## src/hdl/tlf_pkg.sv

```systemverilog
// ----------------------------------------------------------------------------
// tlf_pkg: shared types and constants for the text line folder
// Character codes, register layout and reset values used across the block.
// ----------------------------------------------------------------------------
package tlf_pkg;

    localparam int CHAR_W     = 8;
    localparam int CFG_W      = 6;
    localparam int APB_DATA_W = 32;
    localparam int APB_ADDR_W = 3;

    localparam logic [CHAR_W-1:0] CH_TAB   = 8'd9;
    localparam logic [CHAR_W-1:0] CH_NL    = 8'd10;
    localparam logic [CHAR_W-1:0] CH_BLANK = 8'd32;

    localparam logic [CFG_W-1:0] FOLD_WIDTH_RESET = 6'd10;
    localparam logic [CFG_W-1:0] TAB_WIDTH_RESET  = 6'd8;

    // register index, taken from paddr[2]
    typedef enum logic [0:0] {
        REG_FOLD_WIDTH = 1'b0,
        REG_TAB_WIDTH  = 1'b1
    } reg_idx_t;

endpackage

```

## src/hdl/tlf_char_if.sv

```systemverilog
// ----------------------------------------------------------------------------
// tlf_char_if: input character channel
// Valid/ready channel carrying one text byte per transaction.
// ----------------------------------------------------------------------------
interface tlf_char_if
    import tlf_pkg::*;
();
    logic              valid;
    logic              ready;
    logic [CHAR_W-1:0] in_char;

    modport source (output valid, output in_char, input ready);
    modport sink   (input valid, input in_char, output ready);
endinterface

```

## src/hdl/tlf_line_if.sv

```systemverilog
// ----------------------------------------------------------------------------
// tlf_line_if: folded output channel
// Valid/ready channel carrying one output byte and its end-of-run flag.
// ----------------------------------------------------------------------------
interface tlf_line_if
    import tlf_pkg::*;
();
    logic              valid;
    logic              ready;
    logic [CHAR_W-1:0] out_char;
    logic              last_of_run;

    modport source (output valid, output out_char, output last_of_run, input ready);
    modport sink   (input valid, input out_char, input last_of_run, output ready);
endinterface

```

## src/hdl/text_line_folder.sv

```systemverilog
// ----------------------------------------------------------------------------
// text_line_folder: folds a byte stream into lines of bounded length
// text   - sink, one character per transaction (9 = tab, 10 = newline).
// folded - source; last_of_run marks the newline ending one input's output.
// APB    - fold_width at 0x0, tab_width at 0x4; write only while idle.
// One character in flight: text.ready is high only in idle. Handling of each
// accepted character:
//   ordinary byte, no fold        : stored, no output.
//   newline, n bytes buffered     : n + 1 transactions (bytes, then newline).
//   tab                           : finds the stop by repeated subtraction,
//                                   writes a blank at each position up to
//                                   it, and emits the whole line if it fills.
//   fold of a line of len bytes   : backward blank search, emit of the
//                                   bytes before the cut, then the tail
//                                   after the cut is moved to the front.
// Every buffer read goes through the line RAM's single registered read port.
// A one-entry output register holds each transaction; the sequencer waits
// while it is full and folded.ready is low, so stalls stretch the emit.
// Reset empties the line and loads fold_width = 10, tab_width = 8; the
// buffer is not cleared, as only written slots are read.
// ----------------------------------------------------------------------------
module text_line_folder
    import tlf_pkg::*;
#(
    parameter int BUF_DEPTH = 32
)(
    input  logic                  clk,
    input  logic                  rst_n,
    tlf_char_if.sink              text,
    tlf_line_if.source            folded,
    input  logic                  psel,
    input  logic                  penable,
    input  logic                  pwrite,
    input  logic [APB_ADDR_W-1:0] paddr,
    input  logic [APB_DATA_W-1:0] pwdata,
    output logic [APB_DATA_W-1:0] prdata,
    output logic                  pready
);
    // count width holds 0..BUF_DEPTH, address width indexes the buffer
    localparam int CW = $clog2(BUF_DEPTH + 1);
    localparam int AW = $clog2(BUF_DEPTH);
    localparam logic [CW-1:0] LAST_POS = CW'(BUF_DEPTH - 1);
    localparam logic [CW-1:0] DEPTH_C  = CW'(BUF_DEPTH);

    typedef enum logic [2:0] {
        S_IDLE,
        S_TAB_MOD,
        S_TAB_FILL,
        S_SEARCH,
        S_EMIT,
        S_NEWLINE,
        S_COPY
    } state_t;

    // ------------------------------------------------------------------
    // Configuration registers
    // ------------------------------------------------------------------
    logic [CFG_W-1:0] fold_width_reg;
    logic [CFG_W-1:0] tab_width_reg;
    reg_idx_t         cfg_idx;

    assign cfg_idx = reg_idx_t'(paddr[2]);
    assign pready  = 1'b1;

    always_ff @(posedge clk or negedge rst_n)
    begin
        if (!rst_n)
        begin
            fold_width_reg <= FOLD_WIDTH_RESET;
            tab_width_reg  <= TAB_WIDTH_RESET;
        end
        else if (psel && penable && pwrite && pready)
        begin
            case (cfg_idx)
                REG_FOLD_WIDTH: fold_width_reg <= pwdata[CFG_W-1:0];
                REG_TAB_WIDTH:  tab_width_reg  <= pwdata[CFG_W-1:0];
                default:        fold_width_reg <= fold_width_reg;
            endcase
        end
    end

    always_comb
    begin
        case (cfg_idx)
            REG_FOLD_WIDTH: prdata = APB_DATA_W'(fold_width_reg);
            REG_TAB_WIDTH:  prdata = APB_DATA_W'(tab_width_reg);
            default:        prdata = '0;
        endcase
    end

    // ------------------------------------------------------------------
    // Sequencer state
    // ------------------------------------------------------------------
    state_t            state_reg,    state_next;
    logic [CW-1:0]     fill_reg,     fill_next;     // buffered characters
    logic [CW-1:0]     len_reg,      len_next;      // line length / tab position
    logic [CW-1:0]     cut_reg,      cut_next;      // characters to emit
    logic [CW-1:0]     ptr_reg,      ptr_next;      // search / emit / copy source
    logic [CW-1:0]     pk_reg,       pk_next;       // cut candidate of pending read
    logic [CW-1:0]     q_reg,        q_next;        // copy destination
    logic [CFG_W-1:0]  m_reg,        m_next;        // column modulo tab width
    logic              pend_reg,     pend_next;     // read issued last cycle
    logic              ok_reg,       ok_next;       // rdata holds buffer[ptr]
    logic              fold_reg,     fold_next;     // emit is a fold, tail moves
    logic              out_valid_reg, out_valid_next;
    logic [CHAR_W-1:0] out_char_reg, out_char_next;
    logic              out_last_reg, out_last_next;

    // effective widths
    logic [CW-1:0]    w_eff;
    logic [CFG_W-1:0] t_eff;
    logic [CW-1:0]    i_cur;
    logic [CW-1:0]    i_inc;
    logic [CW-1:0]    pos_inc;
    logic [CFG_W-1:0] m_inc;
    logic             out_free;

    // buffer RAM controls
    logic              ram_we;
    logic [AW-1:0]     ram_waddr;
    logic [CHAR_W-1:0] ram_wdata;
    logic [CW-1:0]     rd_ptr;
    logic [CHAR_W-1:0] ram_rdata;

    always_comb
    begin
        if (fold_width_reg < CFG_W'(2))
            w_eff = CW'(2);
        else if (int'(fold_width_reg) > BUF_DEPTH)
            w_eff = DEPTH_C;
        else
            w_eff = CW'(fold_width_reg);
    end

    assign t_eff    = (tab_width_reg == '0) ? CFG_W'(1) : tab_width_reg;
    assign i_cur    = (fill_reg > LAST_POS) ? LAST_POS : fill_reg;
    assign i_inc    = i_cur + CW'(1);
    assign pos_inc  = len_reg + CW'(1);
    assign m_inc    = ((m_reg + CFG_W'(1)) == t_eff) ? '0 : m_reg + CFG_W'(1);
    assign out_free = !out_valid_reg || folded.ready;

    assign text.ready         = (state_reg == S_IDLE);
    assign folded.valid       = out_valid_reg;
    assign folded.out_char    = out_char_reg;
    assign folded.last_of_run = out_last_reg;

    always_comb
    begin
        state_next     = state_reg;
        fill_next      = fill_reg;
        len_next       = len_reg;
        cut_next       = cut_reg;
        ptr_next       = ptr_reg;
        pk_next        = pk_reg;
        q_next         = q_reg;
        m_next         = m_reg;
        pend_next      = pend_reg;
        ok_next        = ok_reg;
        fold_next      = fold_reg;
        out_valid_next = out_valid_reg && !folded.ready;
        out_char_next  = out_char_reg;
        out_last_next  = out_last_reg;
        ram_we         = 1'b0;
        ram_waddr      = i_cur[AW-1:0];
        ram_wdata      = text.in_char;
        rd_ptr         = ptr_reg;

        case (state_reg)
            S_IDLE:
            begin
                if (text.valid)
                begin
                    case (text.in_char)
                        CH_TAB:
                        begin
                            if (i_cur < w_eff)
                            begin
                                len_next   = i_cur;
                                m_next     = CFG_W'(i_cur);
                                state_next = S_TAB_MOD;
                            end
                            else
                            begin
                                // line already full: emit it as is
                                cut_next   = i_cur;
                                fold_next  = 1'b0;
                                ptr_next   = '0;
                                ok_next    = 1'b0;
                                state_next = S_EMIT;
                            end
                        end
                        CH_NL:
                        begin
                            cut_next   = i_cur;
                            fold_next  = 1'b0;
                            ptr_next   = '0;
                            ok_next    = 1'b0;
                            state_next = S_EMIT;
                        end
                        default:
                        begin
                            ram_we = 1'b1;
                            if (i_inc >= w_eff)
                            begin
                                len_next   = i_inc;
                                ptr_next   = i_inc;
                                pend_next  = 1'b0;
                                state_next = S_SEARCH;
                            end
                            else
                            begin
                                fill_next = i_inc;
                            end
                        end
                    endcase
                end
            end

            // column mod tab width by repeated subtraction
            S_TAB_MOD:
            begin
                if (m_reg >= t_eff)
                    m_next = m_reg - t_eff;
                else
                    state_next = S_TAB_FILL;
            end

            // one blank per cycle up to the next stop or the fold width
            S_TAB_FILL:
            begin
                ram_we    = 1'b1;
                ram_waddr = len_reg[AW-1:0];
                ram_wdata = CH_BLANK;
                len_next  = pos_inc;
                m_next    = m_inc;
                if (pos_inc < w_eff)
                begin
                    if (m_inc == '0)
                    begin
                        fill_next  = pos_inc;
                        state_next = S_IDLE;
                    end
                end
                else
                begin
                    cut_next   = pos_inc;
                    fold_next  = 1'b0;
                    ptr_next   = '0;
                    ok_next    = 1'b0;
                    state_next = S_EMIT;
                end
            end

            // backward scan for the last blank, one read per cycle
            S_SEARCH:
            begin
                if (pend_reg && (ram_rdata == CH_BLANK))
                begin
                    cut_next   = pk_reg;
                    fold_next  = 1'b1;
                    ptr_next   = '0;
                    ok_next    = 1'b0;
                    state_next = S_EMIT;
                end
                else if (ptr_reg == '0)
                begin
                    cut_next   = len_reg;
                    fold_next  = 1'b1;
                    ptr_next   = '0;
                    ok_next    = 1'b0;
                    state_next = S_EMIT;
                end
                else
                begin
                    rd_ptr    = ptr_reg - CW'(1);
                    ptr_next  = ptr_reg - CW'(1);
                    pk_next   = ptr_reg;
                    pend_next = 1'b1;
                end
            end

            // stream buffer[0 .. cut-1]; read runs one address ahead
            S_EMIT:
            begin
                ok_next = 1'b1;
                if (ptr_reg == cut_reg)
                begin
                    state_next = S_NEWLINE;
                end
                else if (ok_reg && out_free)
                begin
                    out_valid_next = 1'b1;
                    out_char_next  = ram_rdata;
                    out_last_next  = 1'b0;
                    rd_ptr         = ptr_reg + CW'(1);
                    ptr_next       = ptr_reg + CW'(1);
                end
            end

            S_NEWLINE:
            begin
                if (out_free)
                begin
                    out_valid_next = 1'b1;
                    out_char_next  = CH_NL;
                    out_last_next  = 1'b1;
                    if (fold_reg)
                    begin
                        ptr_next   = cut_reg;
                        q_next     = '0;
                        pend_next  = 1'b0;
                        state_next = S_COPY;
                    end
                    else
                    begin
                        fill_next  = '0;
                        state_next = S_IDLE;
                    end
                end
            end

            // move the tail after the cut to the front
            S_COPY:
            begin
                if (pend_reg)
                begin
                    ram_we    = 1'b1;
                    ram_waddr = q_reg[AW-1:0];
                    ram_wdata = ram_rdata;
                    q_next    = q_reg + CW'(1);
                end
                if (ptr_reg < len_reg)
                begin
                    rd_ptr    = ptr_reg;
                    ptr_next  = ptr_reg + CW'(1);
                    pend_next = 1'b1;
                end
                else
                begin
                    pend_next = 1'b0;
                    if (!pend_reg)
                    begin
                        fill_next  = q_reg;
                        state_next = S_IDLE;
                    end
                end
            end

            default:
            begin
                state_next = S_IDLE;
            end
        endcase
    end

    always_ff @(posedge clk or negedge rst_n)
    begin
        if (!rst_n)
        begin
            state_reg     <= S_IDLE;
            fill_reg      <= '0;
            len_reg       <= '0;
            cut_reg       <= '0;
            ptr_reg       <= '0;
            pk_reg        <= '0;
            q_reg         <= '0;
            m_reg         <= '0;
            pend_reg      <= 1'b0;
            ok_reg        <= 1'b0;
            fold_reg      <= 1'b0;
            out_valid_reg <= 1'b0;
            out_char_reg  <= '0;
            out_last_reg  <= 1'b0;
        end
        else
        begin
            state_reg     <= state_next;
            fill_reg      <= fill_next;
            len_reg       <= len_next;
            cut_reg       <= cut_next;
            ptr_reg       <= ptr_next;
            pk_reg        <= pk_next;
            q_reg         <= q_next;
            m_reg         <= m_next;
            pend_reg      <= pend_next;
            ok_reg        <= ok_next;
            fold_reg      <= fold_next;
            out_valid_reg <= out_valid_next;
            out_char_reg  <= out_char_next;
            out_last_reg  <= out_last_next;
        end
    end

    // ------------------------------------------------------------------
    // Line buffer
    // ------------------------------------------------------------------
    tlf_ram #(
        .WIDTH (CHAR_W),
        .DEPTH (BUF_DEPTH)
    ) u_line_ram (
        .clk   (clk),
        .we    (ram_we),
        .waddr (ram_waddr),
        .wdata (ram_wdata),
        .raddr (rd_ptr[AW-1:0]),
        .rdata (ram_rdata)
    );

    // ------------------------------------------------------------------
    // Assertions
    // ------------------------------------------------------------------
    a_fill_in_range: assert property (@(posedge clk) disable iff (!rst_n)
        fill_reg <= LAST_POS)
        else $error("fill count beyond buffer");

    a_last_is_newline: assert property (@(posedge clk) disable iff (!rst_n)
        folded.valid && folded.last_of_run |-> folded.out_char == CH_NL)
        else $error("end of run not on newline");

    a_copy_no_overlap: assert property (@(posedge clk) disable iff (!rst_n)
        state_reg == S_COPY |-> q_reg < ptr_reg || (q_reg == '0 && ptr_reg == '0))
        else $error("tail move overlaps its source");

    a_emit_bound: assert property (@(posedge clk) disable iff (!rst_n)
        state_reg == S_EMIT |-> ptr_reg <= cut_reg)
        else $error("emit pointer past cut");

endmodule

```

## src/hdl/tlf_ram.sv

```systemverilog
// ----------------------------------------------------------------------------
// tlf_ram: generic single-write, single-read RAM
// One write port, one read port with registered read data.
// ----------------------------------------------------------------------------
module tlf_ram #(
    parameter int WIDTH = 8,
    parameter int DEPTH = 32
)(
    input  logic                     clk,
    input  logic                     we,
    input  logic [$clog2(DEPTH)-1:0] waddr,
    input  logic [WIDTH-1:0]         wdata,
    input  logic [$clog2(DEPTH)-1:0] raddr,
    output logic [WIDTH-1:0]         rdata
);
    logic [WIDTH-1:0] mem [DEPTH];

    always_ff @(posedge clk)
    begin
        if (we)
        begin
            mem[waddr] <= wdata;
        end
    end

    always_ff @(posedge clk)
    begin
        rdata <= mem[raddr];
    end
endmodule
```

## src/flat_wrapper.sv

```systemverilog
// flat-port wrapper written by rule: the top's interface ports become plain ports
module text_line_folder_flat import tlf_pkg::*;
#(
    parameter int BUF_DEPTH = 32
)
  (clk, rst_n, psel, penable, pwrite, paddr, pwdata, prdata, pready, text_valid, text_in_char, text_ready, folded_valid, folded_out_char, folded_last_of_run, folded_ready);
  tlf_char_if text_i ();
  tlf_line_if folded_i ();
  input  logic clk;
  input  logic rst_n;
  input  logic psel;
  input  logic penable;
  input  logic pwrite;
  input  logic [APB_ADDR_W-1:0] paddr;
  input  logic [APB_DATA_W-1:0] pwdata;
  output logic [APB_DATA_W-1:0] prdata;
  output logic pready;
  input wire logic [$bits(text_i.valid)-1:0] text_valid;
  input wire logic [$bits(text_i.in_char)-1:0] text_in_char;
  output wire logic [$bits(text_i.ready)-1:0] text_ready;
  output wire logic [$bits(folded_i.valid)-1:0] folded_valid;
  output wire logic [$bits(folded_i.out_char)-1:0] folded_out_char;
  output wire logic [$bits(folded_i.last_of_run)-1:0] folded_last_of_run;
  input wire logic [$bits(folded_i.ready)-1:0] folded_ready;
  assign text_i.valid = text_valid;
  assign text_i.in_char = text_in_char;
  assign text_ready = text_i.ready;
  assign folded_valid = folded_i.valid;
  assign folded_out_char = folded_i.out_char;
  assign folded_last_of_run = folded_i.last_of_run;
  assign folded_i.ready = folded_ready;
  text_line_folder #(.BUF_DEPTH(BUF_DEPTH)) u_core (.clk(clk), .rst_n(rst_n), .text(text_i), .folded(folded_i), .psel(psel), .penable(penable), .pwrite(pwrite), .paddr(paddr), .pwdata(pwdata), .prdata(prdata), .pready(pready));
endmodule
```

## config.mk

```make
export PLATFORM = sky130hd
export DESIGN_NAME = text_line_folder_flat
export DESIGN_NICKNAME = d
export VERILOG_FILES = /design/src/hdl/tlf_pkg.sv /design/src/hdl/tlf_char_if.sv /design/src/hdl/tlf_line_if.sv /design/src/hdl/text_line_folder.sv /design/src/hdl/tlf_ram.sv /design/src/flat_wrapper.sv
export SDC_FILE = /design/constraint.sdc
export NUM_CORES = 1
export LEC_CHECK = 0
export ABC_CLOCK_PERIOD_IN_PS = 4100
export BUFFER_PORTS_ARGS = -buffer_cell sky130_fd_sc_hd__buf_2
export CORE_MARGIN = 2
export CORE_UTILIZATION = 50
export CTS_CLUSTER_SIZE = 40
export DETAILED_ROUTE_END_ITERATION = 6
export PLACE_DENSITY_LB_ADDON = 0.25
export SYNTH_ARGS = -nofsm -noshare
export SYNTH_HDL_FRONTEND = slang
export SYNTH_SLANG_ARGS = --single-unit
```

## constraint.sdc

```tcl
create_clock -name clk -period 4.1 [get_ports clk]
set_input_delay 0.82 -clock clk [delete_from_list [all_inputs] [get_ports clk]]
set_output_delay 0.82 -clock clk [all_outputs]
set_load 0.005 [all_outputs]
```

* Word-level counts from Yosys, hierarchy flattened
Memory sizes are Yosys's and may differ from the RTL's. A register that Yosys moved wholly into a read port is not among the register bits. Index checks and enable logic that the tools add are counted.
Cells by class: $add $sub $neg 7, $lt $le $gt $ge 8, equality and inequality tests 42, multiplexer cells 107, bitwise gates (word level) 3, reduce and logical (&&, ||, !) cells 35
Operators with widths (count):
- 6-bit 2-to-1 mux | 38
- 32-bit one-hot mux with 2 select lines | 1
- 6-bit one-hot mux with 2 select lines | 5
- 3-bit 2-to-1 mux | 13
- 6-bit one-hot mux with 3 select lines | 2
- 6-bit one-hot mux with 6 select lines | 1
- 8-bit 2-to-1 mux | 4
- 8-bit one-hot mux with 2 select lines | 2
- 6-bit by 1-bit adder with 6-bit output, second input constant | 5
- 1-bit 2-to-1 mux | 26
- 2-bit by 1-bit != test with 1-bit output, second input constant | 12
- 2-bit != test, second input constant | 12
- 6-bit one-hot mux with 4 select lines | 1
- 3-bit one-hot mux with 7 select lines | 1
- 5-bit one-hot mux with 2 select lines | 2
- 6-bit logical NOT | 3
- 6-bit less-than comparator | 3
- 8-bit by 4-bit equality test with 1-bit output, second input constant | 2
- 8-bit AND reduction | 2
- 5-bit 2-to-1 mux | 3
- 6-bit equality test | 2
- 6-bit greater-or-equal comparator | 2
- 6-bit AND reduction | 2
- 4-bit nonzero test | 3
- other kinds (32) | 55
Word-level totals: flip-flop bits (word level) 70, memory bits (writable) 256, input port bits 50, memories 1
Memory list:
- u_core.u_line_ram.mem | depth 32, bits a word 8, rd ports 1, clocked after Yosys merged registers in 1, write ports 1, line tlf_ram.sv:16 | logic [WIDTH-1:0] mem [DEPTH];

* Longest topological paths before layout
Gate-level depths: netlist of the first run.
depth in word-level cells 8, depth in mapped cells 15, mapped depth without buffers 14

* By module
From an unflattened synthesis of the first run, not the netlist that was laid out.
Second synthesis, totals: cell total of the unflattened synthesis 1128, area total of the unflattened synthesis 16123.0 um2
Modules (own cells, without submodules):
- tlf_ram | times used 1, cells an instance 417, area each 10053.4 um2, sequential area each 7847.5 um2
- text_line_folder | times used 1, cells an instance 711, area each 6069.6 um2, sequential area each 1755.4 um2

* Worst setup path before layout of the first run
OpenSTA, ideal clock, no wires.
path kind reg2reg, start reg u_core.fill_reg[5], end reg u_core.ptr_reg[2], library setup time 0.121 ns, arrival 3.369 ns, required time 3.979 ns, path slack 0.610 ns, cell stages (with the launch flop) 16, clock period less this slack 3.490 ns, path through dfrtp_1 > or2_2 > clkbuf_1 > ha_1 > xnor2_1 > ha_1 > and3_1 > o31ai_1 > a21oi_1 > o31ai_1 > a21o_1 > a31o_2 > a221oi_1 > clkbuf_1 > o21ai_0 > a22o_1
On the way: longest elaborated chain between the ends 7, elaborated cells on any way between the ends 12, those cells by class add/sub: 1; order compare: 3; eq/ne: 2; mux: 5; reduce/logical: 1
RTL lines:
- from (decl) | line text_line_folder.sv:95 | logic [CW-1:0] fill_reg, fill_next;
- from (signal assigned) | line text_line_folder.sv:378 | fill_reg <= fill_next;
- 6-bit by 5-bit > comparator with 1-bit output | line text_line_folder.sv:136 | assign i_cur = (fill_reg > LAST_POS) ? LAST_POS : fill_reg;
- 6-bit 2-to-1 mux * | line text_line_folder.sv:136
- parallel branches: the longest is 5 deep, another holds 6-bit by 1-bit adder with 6-bit output
- to (signal assigned) | line text_line_folder.sv:381 | ptr_reg <= ptr_next;
- to (decl) | line text_line_folder.sv:98 | logic [CW-1:0] ptr_reg, ptr_next;
Every way passes the cells marked *. The select of a mux whose other input is x is not followed. A chain may end at the register's enable or synchronous reset.

* Worst setup path in the final report of the first run
start reg u_core.fill_reg[5], end reg u_core.ptr_reg[5]
Same word-level chain as after synthesis.

==> results_dict.tcl, run 1 <==
set metrics [dict create \
    p_int_mw 9.98 \
    hold_viol 0 \
    overflow 0 \
    fin_nets 1607 \
    ys_top_cells_by_area "edfxtp_1, dfrtp_1, nand2_1" \
    final_area_sq_um 18700 \
    largest_reg_flops 256 \
    clk_pin_slew_ns 0.06 \
    seq_area_frac_synth 0.580 \
    wl_per_cell_um 21.9 \
    grt_pass1_wl_mm 66.4 \
    die_h_um 186 \
    slowest_delay_ns 0.57 \
    p_clk_frac 0.200 \
    cp.depth 15 \
    fin_crit_ns 3.99 \
    hold_buffers 0 \
    path_class "reg2reg" \
    postSynthAreaPerCell_sq_um 11.3 \
    initialDrtViolationCount 1081 \
    die_x_um 186 \
    max-cap-violations 0 \
    totalWireLength_mm 43.5 \
    cts_tree "built" \
    ant_nets 0 \
    dp_hpwl_mm 29.4 \
    end_kind "flop" \
    port_buffers 38 \
    yosysWarnings 0 \
    max_freq_mhz 251 \
    timing.final.crit_share 0.973 \
    synth.distinct_cells 83 \
    holdCritPathClass "in2async" \
    io_pins 94 \
    start_kind "flop" \
    cts_sinks 334 \
    synth_seq_cells 334 \
    vias 12000 \
    cts_buffers 36 \
    cts.repair.resized 0 \
    placed_cells 1925 \
    switching_power_mw 7.47 \
    coreArea_sq_um 32600 \
    power_frac_comb 0.508 \
    maxSlewHeadroom 0.315 \
    p_total_mw 17.4 \
    die_area_sq_um 34600 \
    p_seq_frac 0.293 \
    antenna_found_initial 0 \
    async_reset_ff_frac 0.210 \
    switching_share 0.428 \
    postPlaceCellArea_sq_um 17400 \
    ir_drop_v 0.000482 \
    grt_max_degree 71 \
    rsz0062_at_grt "no" \
    initial_core_util 0.508 \
    synth_edf_count 256 \
    post_cts_buffers 0 \
    clk-insertion-delay-late_ns 0.54 \
    synthTopCellsByCount "edfxtp_1, nand2_1, nor2_1, o21ai_0, dfrtp_1" \
    cp_num_buf_inv 2 \
    worst_hold_slack_ns 0.208 \
    critPathMaxFanout 9 \
    arrival_ns 4.41 \
    critPathTopFamily "compound AO/OA/AOI/OAI gates" \
    cp_cell_sequence "or2_2, buf_4, nand3_1, xnor2_1, ha_1, and3_1, o31ai_1, a21oi_1, o31ai_1, a21o_1, a31o_2, a221oi_1, buf_4, nand2_1, a221o_1" \
    cts_buffer_depth 3 \
    rows 66 \
    synth.cell_area_sq_um 16600 \
    maxSlewViolCount 0 \
    setup_viol 0 \
    crit_path_top_delay_cell "xnor2_1" \
    drive_gt1_frac 0.141 \
    yosys.area.top_type_share 0.464 \
    status "finished, final reports clean" \
    diodes 0 \
    powerDensity_nw_per_um2 934 \
    drc 0 \
    yosys.cell_count.top_type "edfxtp_1" \
    synthCells 1460 \
    syn_to_final_growth_pct 12.7 \
    critPathRequiredTime_ns 4.53 \
    vias_per_cell 6.01 \
    htree_levels 2 \
    finalNonFillerCells 1991 \
    ys.flop_type "edfxtp_1" \
    n_fill_cell 2715 \
    place_congestion 0.940 \
    dr.pass1.iters 5 \
    grt.total_usage 0.255 \
    tightest_slew_ns 1.02 \
    grt_pass1_vias 11400 \
    leakage_nw 6.99 \
    reg2regPathDepth 15 \
    fin_setup_tns_ns 0 \
    finClkSkew_ns 0.0182 \
    yosysTopAreaCell "edfxtp_1" \
    cts_root_buf "clkbuf_16" \
]
-- worst register-to-register path, delay by kind of cell, from the launching register on --
family          cells  cell delay (ns)
compound gates      7             1.62
fa+ha+maj           1             0.26
buf+inv             2             0.46
flops               1             0.45
xor+xnor            1             0.57
simple gates        4             0.55
-- layout by cell type, fill, tap and decap left out, types with 32 or more instances in the layout --
cell type and instances:
a21oi_1 51, buf_2 38, buf_4 62, clkbuf_16 37, dfrtp_1 67, edfxtp_1 256, ha_1 35, inv_1 32
mux2_2 35, mux2i_1 58, nand2_1 218, nand3_1 47, nor2_1 98, nor3_1 41, o21ai_0 82
-- stage by stage --
| step | utilization | setup slack [ns] |
|---|---|---|
| floorplan | - | 0.610 |
| global placement | 0.533 | 0.211 |
| detailed placement | 0.533 | 0.180 |
| CTS | 0.572 | 0.172 |
| global route | 0.572 | 0.0204 |
| finish | 0.572 | 0.112 |
-- final cells by class --
class                      count  area (sq um)  share of cell area
clock inverter                19           300              0.0161
tap                          442           553              0.0296
clock buffer                  47           973              0.0521
inverter                      34           128             0.00683
timing repair buffer         103           716              0.0383
multi-input combinational   1012          6400               0.343
sequential                   334          9600               0.514
-- worst paths after layout --
check | slack [ns] | startpoint | to
min reg2reg | 0.48 | u_core.folded.out_char[2]$_DFFE_PN0P_ | u_core.folded.out_char[2]$_DFFE_PN0P_
min in group clk | 0.48 | u_core.folded.out_char[2]$_DFFE_PN0P_ | u_core.folded.out_char[2]$_DFFE_PN0P_
max | 0.11 | u_core.fill_reg[5]$_DFFE_PN0P_ | u_core.ptr_reg[5]$_DFFE_PN0P_
min | 0.21 | rst_n | u_core.pk_reg[2]$_DFFE_PN0P_
max in group asynchronous | 3.06 | rst_n | u_core.fold_width_reg[3]$_DFFE_PN1P_
max reg2reg | 0.11 | u_core.fill_reg[5]$_DFFE_PN0P_ | u_core.ptr_reg[5]$_DFFE_PN0P_
-- logic make-up after synthesis --
group / Yosys count / share of synthesized area
adder cells (fa/ha/maj): 36 / 0.0276
other: 2 / 0.000453
AND/OR/NAND/NOR: 493 / 0.136
flip-flops: 334 / 0.580
XOR/XNOR: 33 / 0.0179
AO/OA/AOI/OAI: 324 / 0.135
buffers and inverters: 140 / 0.0417
multiplexers: 98 / 0.0622
-- power groups by stage --
stage	registers, mW	clock network, mW	logic (mW)
finish	5.10	3.49	8.85
global route	5.17	3.68	9.54
CTS	5.09	3.54	8.73
detailed placement	5.16	0	8.66
global placement	5.14	0	8.52
floorplan	4.94	0	5.85
-- per-layer routing --
layer	vias to the layer above	GRT usage	share of wire
li1	5537	-	-
met1	5825	0.354	0.43
met2	482	0.400	0.45
met3	119	0.0434	0.073
met4	0	0.107	0.041
met5	-	0	0
(Power assumes the default switching activity.)
==> inputs of run 2 (changes only) <==
Settings changed: BUFFER_PORTS_ARGS -buffer_cell sky130_fd_sc_hd__buf_2 to not set, CAP_MARGIN set to 30, DONT_BUFFER_PORTS set to 1.
==> run 2 against run 1 <==
  * Die area stayed put
  * Clock power barely moved
  * Final cell count decreased by 1.9%
  * Register-to-register slack improved by 0.11 ns
  * Largest power group unchanged
  * Critical path type unchanged
  * Worst hold slack got worse by 0.079 ns
  * Maximum frequency increased by 2.8%
  * Largest cell class unchanged
  * First-iteration DRC count rose by 3.5%
  * Clock-buffer cell count increased by 4
  * Combinational power fell by 0.6%
  * Sequential power about the same
  * Non-clock buffer count shrank 41
  * Highest routed layer unchanged
  * Critical path depth down 1
==> results_dict.tcl, run 2 (synthesis results as in run 1) <==
set metrics [dict create \
    setup_viol 0 \
    status "finished, final reports clean" \
    finClkSkew_ns 0.0176 \
    layout_commonest_cell "edfxtp_1" \
    vias_per_cell 6.08 \
    vias 11900 \
    tightest_slew_ns 1.01 \
    timing.final.crit_share 0.946 \
    n_fill_cell 2703 \
    cts_tree "built" \
    cts_sinks 334 \
    fin_setup_tns_ns 0 \
    finalNonFillerCells 1954 \
    fin_nets 1568 \
    grt.total_usage 0.257 \
    place_congestion 0.923 \
    initial_core_util 0.508 \
    max-cap-violations 0 \
    port_buffers 0 \
    cts_root_buf "clkbuf_16" \
    crit_path_top_delay_cell "xnor2_1" \
    diodes 0 \
    max_freq_mhz 258 \
    end_kind "flop" \
    largest_reg_flops 256 \
    maxSlewViolCount 0 \
    ir_drop_v 0.000509 \
    cts_buffers 38 \
    grt_pass1_wl_mm 67.0 \
    htree_levels 2 \
    die_area_sq_um 34600 \
    ant_nets 0 \
    fin_crit_ns 3.88 \
    clk-insertion-delay-late_ns 0.55 \
    slowest_delay_ns 0.61 \
    powerDensity_nw_per_um2 938 \
    critPathRequiredTime_ns 4.53 \
    dp_hpwl_mm 29.0 \
    cp_common_cell "ha_1" \
    rows 66 \
    critPathMaxFanout 12 \
    cp_num_buf_inv 1 \
    wl_per_cell_um 22.6 \
    grt_pass1_vias 11300 \
    antenna_found_initial 0 \
    initialDrtViolationCount 1119 \
    post_cts_buffers 0 \
    io_pins 94 \
    critPathTopFamily "compound AO/OA/AOI/OAI gates" \
    regArea_sq_um 9600 \
    rsz0062_at_grt "no" \
    cts_buffer_depth 3 \
    die_x_um 186 \
    dr.pass1.iters 7 \
    coreArea_sq_um 32600 \
    totalWireLength_mm 44.2 \
    rrSetupSlack_ns 0.22 \
    multiInputGateArea_sq_um 6410 \
    die_h_um 186 \
    syn_to_final_growth_pct 11.9 \
    arrival_ns 4.31 \
    holdCritPathClass "in2async" \
    maxSlewHeadroom 0.326 \
    most-common-layout-cells "edfxtp_1, nand2_1, nor2_1" \
    cp_cell_sequence "or2_2, ha_1, nand3_1, xnor2_1, ha_1, o21ai_0, a21oi_1, o31ai_1, a21o_1, a31o_2, a221oi_1, buf_4, nand2_1, a221o_1" \
    clk_pin_slew_ns 0.06 \
    path_class "reg2reg" \
    start_kind "flop" \
    placed_cells 1883 \
    grt_max_degree 75 \
    hold_viol 0 \
    overflow 0 \
    drive_gt1_frac 0.122 \
    leakage_nw 6.86 \
    drc 0 \
    finalCoreUtilization 0.568 \
]
run 2: cell count changes in the layout (fill, tap and decap cells not counted), sizes merged:
| cell | change |
|---|---|
| buf | -41 |
| clkbuf | +4 |
| bufinv | -3 |
| clkinv | +3 |
run 2: stage by stage:
step	hold WS (ns)	power (mW)	setup slack, ns	cell area, sq um
final	0.129	17.4	0.221	18500
after detailed placement	0.482	13.8	0.0611	17200
after global routing	0.109	18.3	0.0644	18500
after global placement	0.472	13.6	0.144	17200
after floorplan	0.440	10.8	0.610	16700
after CTS	0.110	17.3	0.0419	18500
run 2: worst paths after layout:
| kind | start | cells after the start | end |
|---|---|---|---|
| worst max-delay path | u_core.fill_reg[5]$_DFFE_PN0P_ | 14 | u_core.ptr_reg[5]$_DFFE_PN0P_ |
| worst min-delay path | rst_n | 0 | u_core.fold_width_reg[1]$_DFFE_PN1P_ |
| worst max register to register | u_core.fill_reg[5]$_DFFE_PN0P_ | 14 | u_core.ptr_reg[5]$_DFFE_PN0P_ |
| worst min register to register | u_core.q_reg[5]$_DFFE_PN0P_ | 1 | u_core.q_reg[5]$_DFFE_PN0P_ |
| max in group asynchronous | rst_n | 1 | u_core.fold_width_reg[4]$_DFFE_PN0P_ |
| min in group clk | pwdata[5] | 1 | u_core.fold_width_reg[5]$_DFFE_PN0P_ |
run 2: power breakdown:
part | switching (mW) | total [mW] | internal, mW
clock | 1.40 | 3.49 | 2.09
combinational | 5.62 | 8.80 | 3.18
sequential | 0.481 | 5.09 | 4.61
total | 7.50 | 17.4 | 9.88
run 2: repair_timing:
action / in CTS / in global routing
setup endpoints to repair: 0 / 3
gates resized for setup: 0 / 2
endpoints found under the hold margin: 67 / 0
hold buffers: 1 / 0
run 2: layer usage:
| metal | vias to the layer above | track usage | wire length (um) |
|---|---|---|---|
| met5 | - | 0 | 0 |
| met4 | 0 | 0.0998 | 1560 |
| met3 | 108 | 0.0382 | 3270 |
| met2 | 518 | 0.411 | 20800 |
| met1 | 5812 | 0.356 | 18600 |
| li1 | 5449 | - | - |
run 2: final cells by class:
type,instances,share of cell area
inverters,34,0.00688
clock inverters,19,0.0130
clock buffers,51,0.0572
well taps,442,0.0298
multi-input cells,1012,0.346
repair buffers,62,0.0296
flip-flops and latches,334,0.518
==> inputs of run 3 (changes only) <==
--- a/config.mk
+++ b/config.mk
@@ -9,5 +9,5 @@
 export CAP_MARGIN = 30
 export CORE_MARGIN = 2
-export CORE_UTILIZATION = 50
+export CORE_UTILIZATION = 64
 export CTS_CLUSTER_SIZE = 40
 export DETAILED_ROUTE_END_ITERATION = 6
==> constraint.sdc (replaced) <==
create_clock -name clk -period 4.1 [get_ports clk]
set_input_delay 0.82 -clock clk [delete_from_list [all_inputs] [get_ports clk]]
set_output_delay 0.82 -clock clk [all_outputs]
set_load 0.1 [all_outputs]
==> run 3 against run 2 <==
  * Total power decreased by 0.26%
  * Maximum frequency decreased by 2.1%
  * Register-to-register slack got worse by 0.08 ns
  * Setup slack got worse by 0.081 ns
  * Combinational power increased by 2.7%
  * Worst hold slack improved by 0.0075 ns
  * Highest routed layer unchanged
  * Largest cell class unchanged
  * Clock power decreased by 17%
  * Clock skew decreased by 0.0054 ns
==> results_dict.tcl, run 3 (synthesis results as in run 1) <==
set metrics [dict create \
    setup_viol 0 \
    vias 12200 \
    most-common-layout-cells "edfxtp_1, nand2_1, nor2_1" \
    ir_drop_v 0.000664 \
    dr.pass1.iters 7 \
    coreArea_sq_um 25300 \
    largest_reg_flops 256 \
    io_pins 94 \
    holdCritPathClass "in2async" \
    final_area_sq_um 18200 \
    rsz0062_at_grt "no" \
    critPathRequiredTime_ns 4.46 \
    drc 0 \
    cts_buffer_depth 3 \
    die_x_um 165 \
    clk-insertion-delay-late_ns 0.53 \
    cts_root_buf "clkbuf_16" \
    htree_levels 2 \
    overflow 0 \
    pre_cts_ws_ns 0.365 \
    totalWireLength_mm 42.8 \
    rrSetupSlack_ns 0.14 \
    hold_viol 0 \
    end_kind "flop" \
    leakage_nw 6.75 \
    vias_per_cell 6.63 \
    ant_nets 0 \
    fin_nets 1571 \
    path_class "reg2reg" \
    place_congestion 0.946 \
    worst_hold_slack_ns 0.137 \
    arrival_ns 4.32 \
    die_h_um 165 \
    tightest_slew_ns 1.00 \
    finalCoreUtilization 0.718 \
    timing.final.crit_share 0.966 \
    grt_pass1_wl_mm 66.3 \
    cts_buffers 35 \
    cts_sinks 334 \
    grt.total_usage 0.322 \
    grt_pass1_vias 11800 \
    port_buffers 0 \
    max-cap-violations 0 \
    initial_core_util 0.654 \
    start_kind "flop" \
    initialDrtViolationCount 1643 \
    dp_hpwl_mm 28.3 \
    fin_crit_ns 3.96 \
    syn_to_final_growth_pct 9.68 \
    r2r_end "u_core.u_line_ram.rdata[1]$_DFF_P_" \
    cts_tree "built" \
    finalNonFillerCells 1838 \
    die_area_sq_um 27200 \
    antenna_found_initial 0 \
    status "finished, final reports clean" \
    diodes 0 \
    maxSlewHeadroom 0.332 \
    placed_cells 1776 \
    r2r_start "u_core.ptr_reg[2]$_DFFE_PN0P_" \
    max_freq_mhz 253 \
    reg2regPathDepth 9 \
    p_total_mw 17.3 \
    cts.repair.resized 0 \
    drive_gt1_frac 0.115 \
    critPathMaxFanout 13 \
    finClkSkew_ns 0.0122 \
    powerDensity_nw_per_um2 954 \
    wl_per_cell_um 23.3 \
    grt_max_degree 79 \
    maxSlewViolCount 0 \
    fin_setup_tns_ns 0 \
    clk_pin_slew_ns 0.06 \
    rows 58 \
    layout_commonest_cell "edfxtp_1" \
    postPlaceCellArea_sq_um 17100 \
    worst_slack_ns 0.140 \
]
-- run 3: worst max path at each step --
stage | start | end | slack (ns) | depth (start not counted)
after floorplan | paddr[2] | prdata[5] | 0.15 | 2
after global placement | u_core.ptr_reg[2]$_DFFE_PN0P_ | u_core.u_line_ram.rdata[1]$_DFF_P_ | 0.41 | 9
after detailed placement | u_core.tab_width_reg[1]$_DFFE_PN0P_ | u_core.m_reg[1]$_DFFE_PN0P_ | 0.36 | 12
after CTS | u_core.u_line_ram.rdata[2]$_DFF_P_ | u_core.u_line_ram.rdata[5]$_DFF_P_ | 0.29 | 12
after global routing | u_core.u_line_ram.rdata[5]$_DFF_P_ | u_core.u_line_ram.rdata[5]$_DFF_P_ | 0.04 | 12
final | u_core.ptr_reg[2]$_DFFE_PN0P_ | u_core.u_line_ram.rdata[1]$_DFF_P_ | 0.14 | 9
-- run 3: layout make-up --
class / count / area, sq um
Fill cell: 1751 / 7150
Multi-Input combinational cell: 1012 / 6410
Clock inverter: 20 / 139
Sequential cell: 334 / 9600
Timing Repair Buffer: 68 / 588
Tap cell: 330 / 413
Clock buffer: 40 / 895
Inverter: 34 / 128
-- run 3: routing by layer --
| metal | wire length, um | GRT usage | up-vias |
|---|---|---|---|
| li1 | - | - | 5467 |
| met1 | 16500 | 0.437 | 5831 |
| met2 | 20200 | 0.518 | 750 |
| met3 | 4130 | 0.0505 | 142 |
| met4 | 2010 | 0.143 | 0 |
| met5 | 0 | 0 | - |
-- run 3: critical path, stage by stage (launching register included) --
cell      delay (ns)
dfrtp_1         0.54
nor3_1          0.50
nand3_1         0.22
ha_1            0.33
nor3_1          0.43
a211o_1         0.63
nand3_1         0.20
a32o_1          0.32
a221oi_1        0.50
a32oi_1         0.14
-- run 3: timing repair --
action                                 CTS  global route
buffers inserted                         0             0
hold buffers                             1             0
endpoints found under the hold margin   67             0
-- run 3: report_power, final --
part           switching [mW]  internal (mW)
sequential              0.795           4.60
clock                    1.27           1.63
combinational            5.82           3.22
total                    7.89           9.45
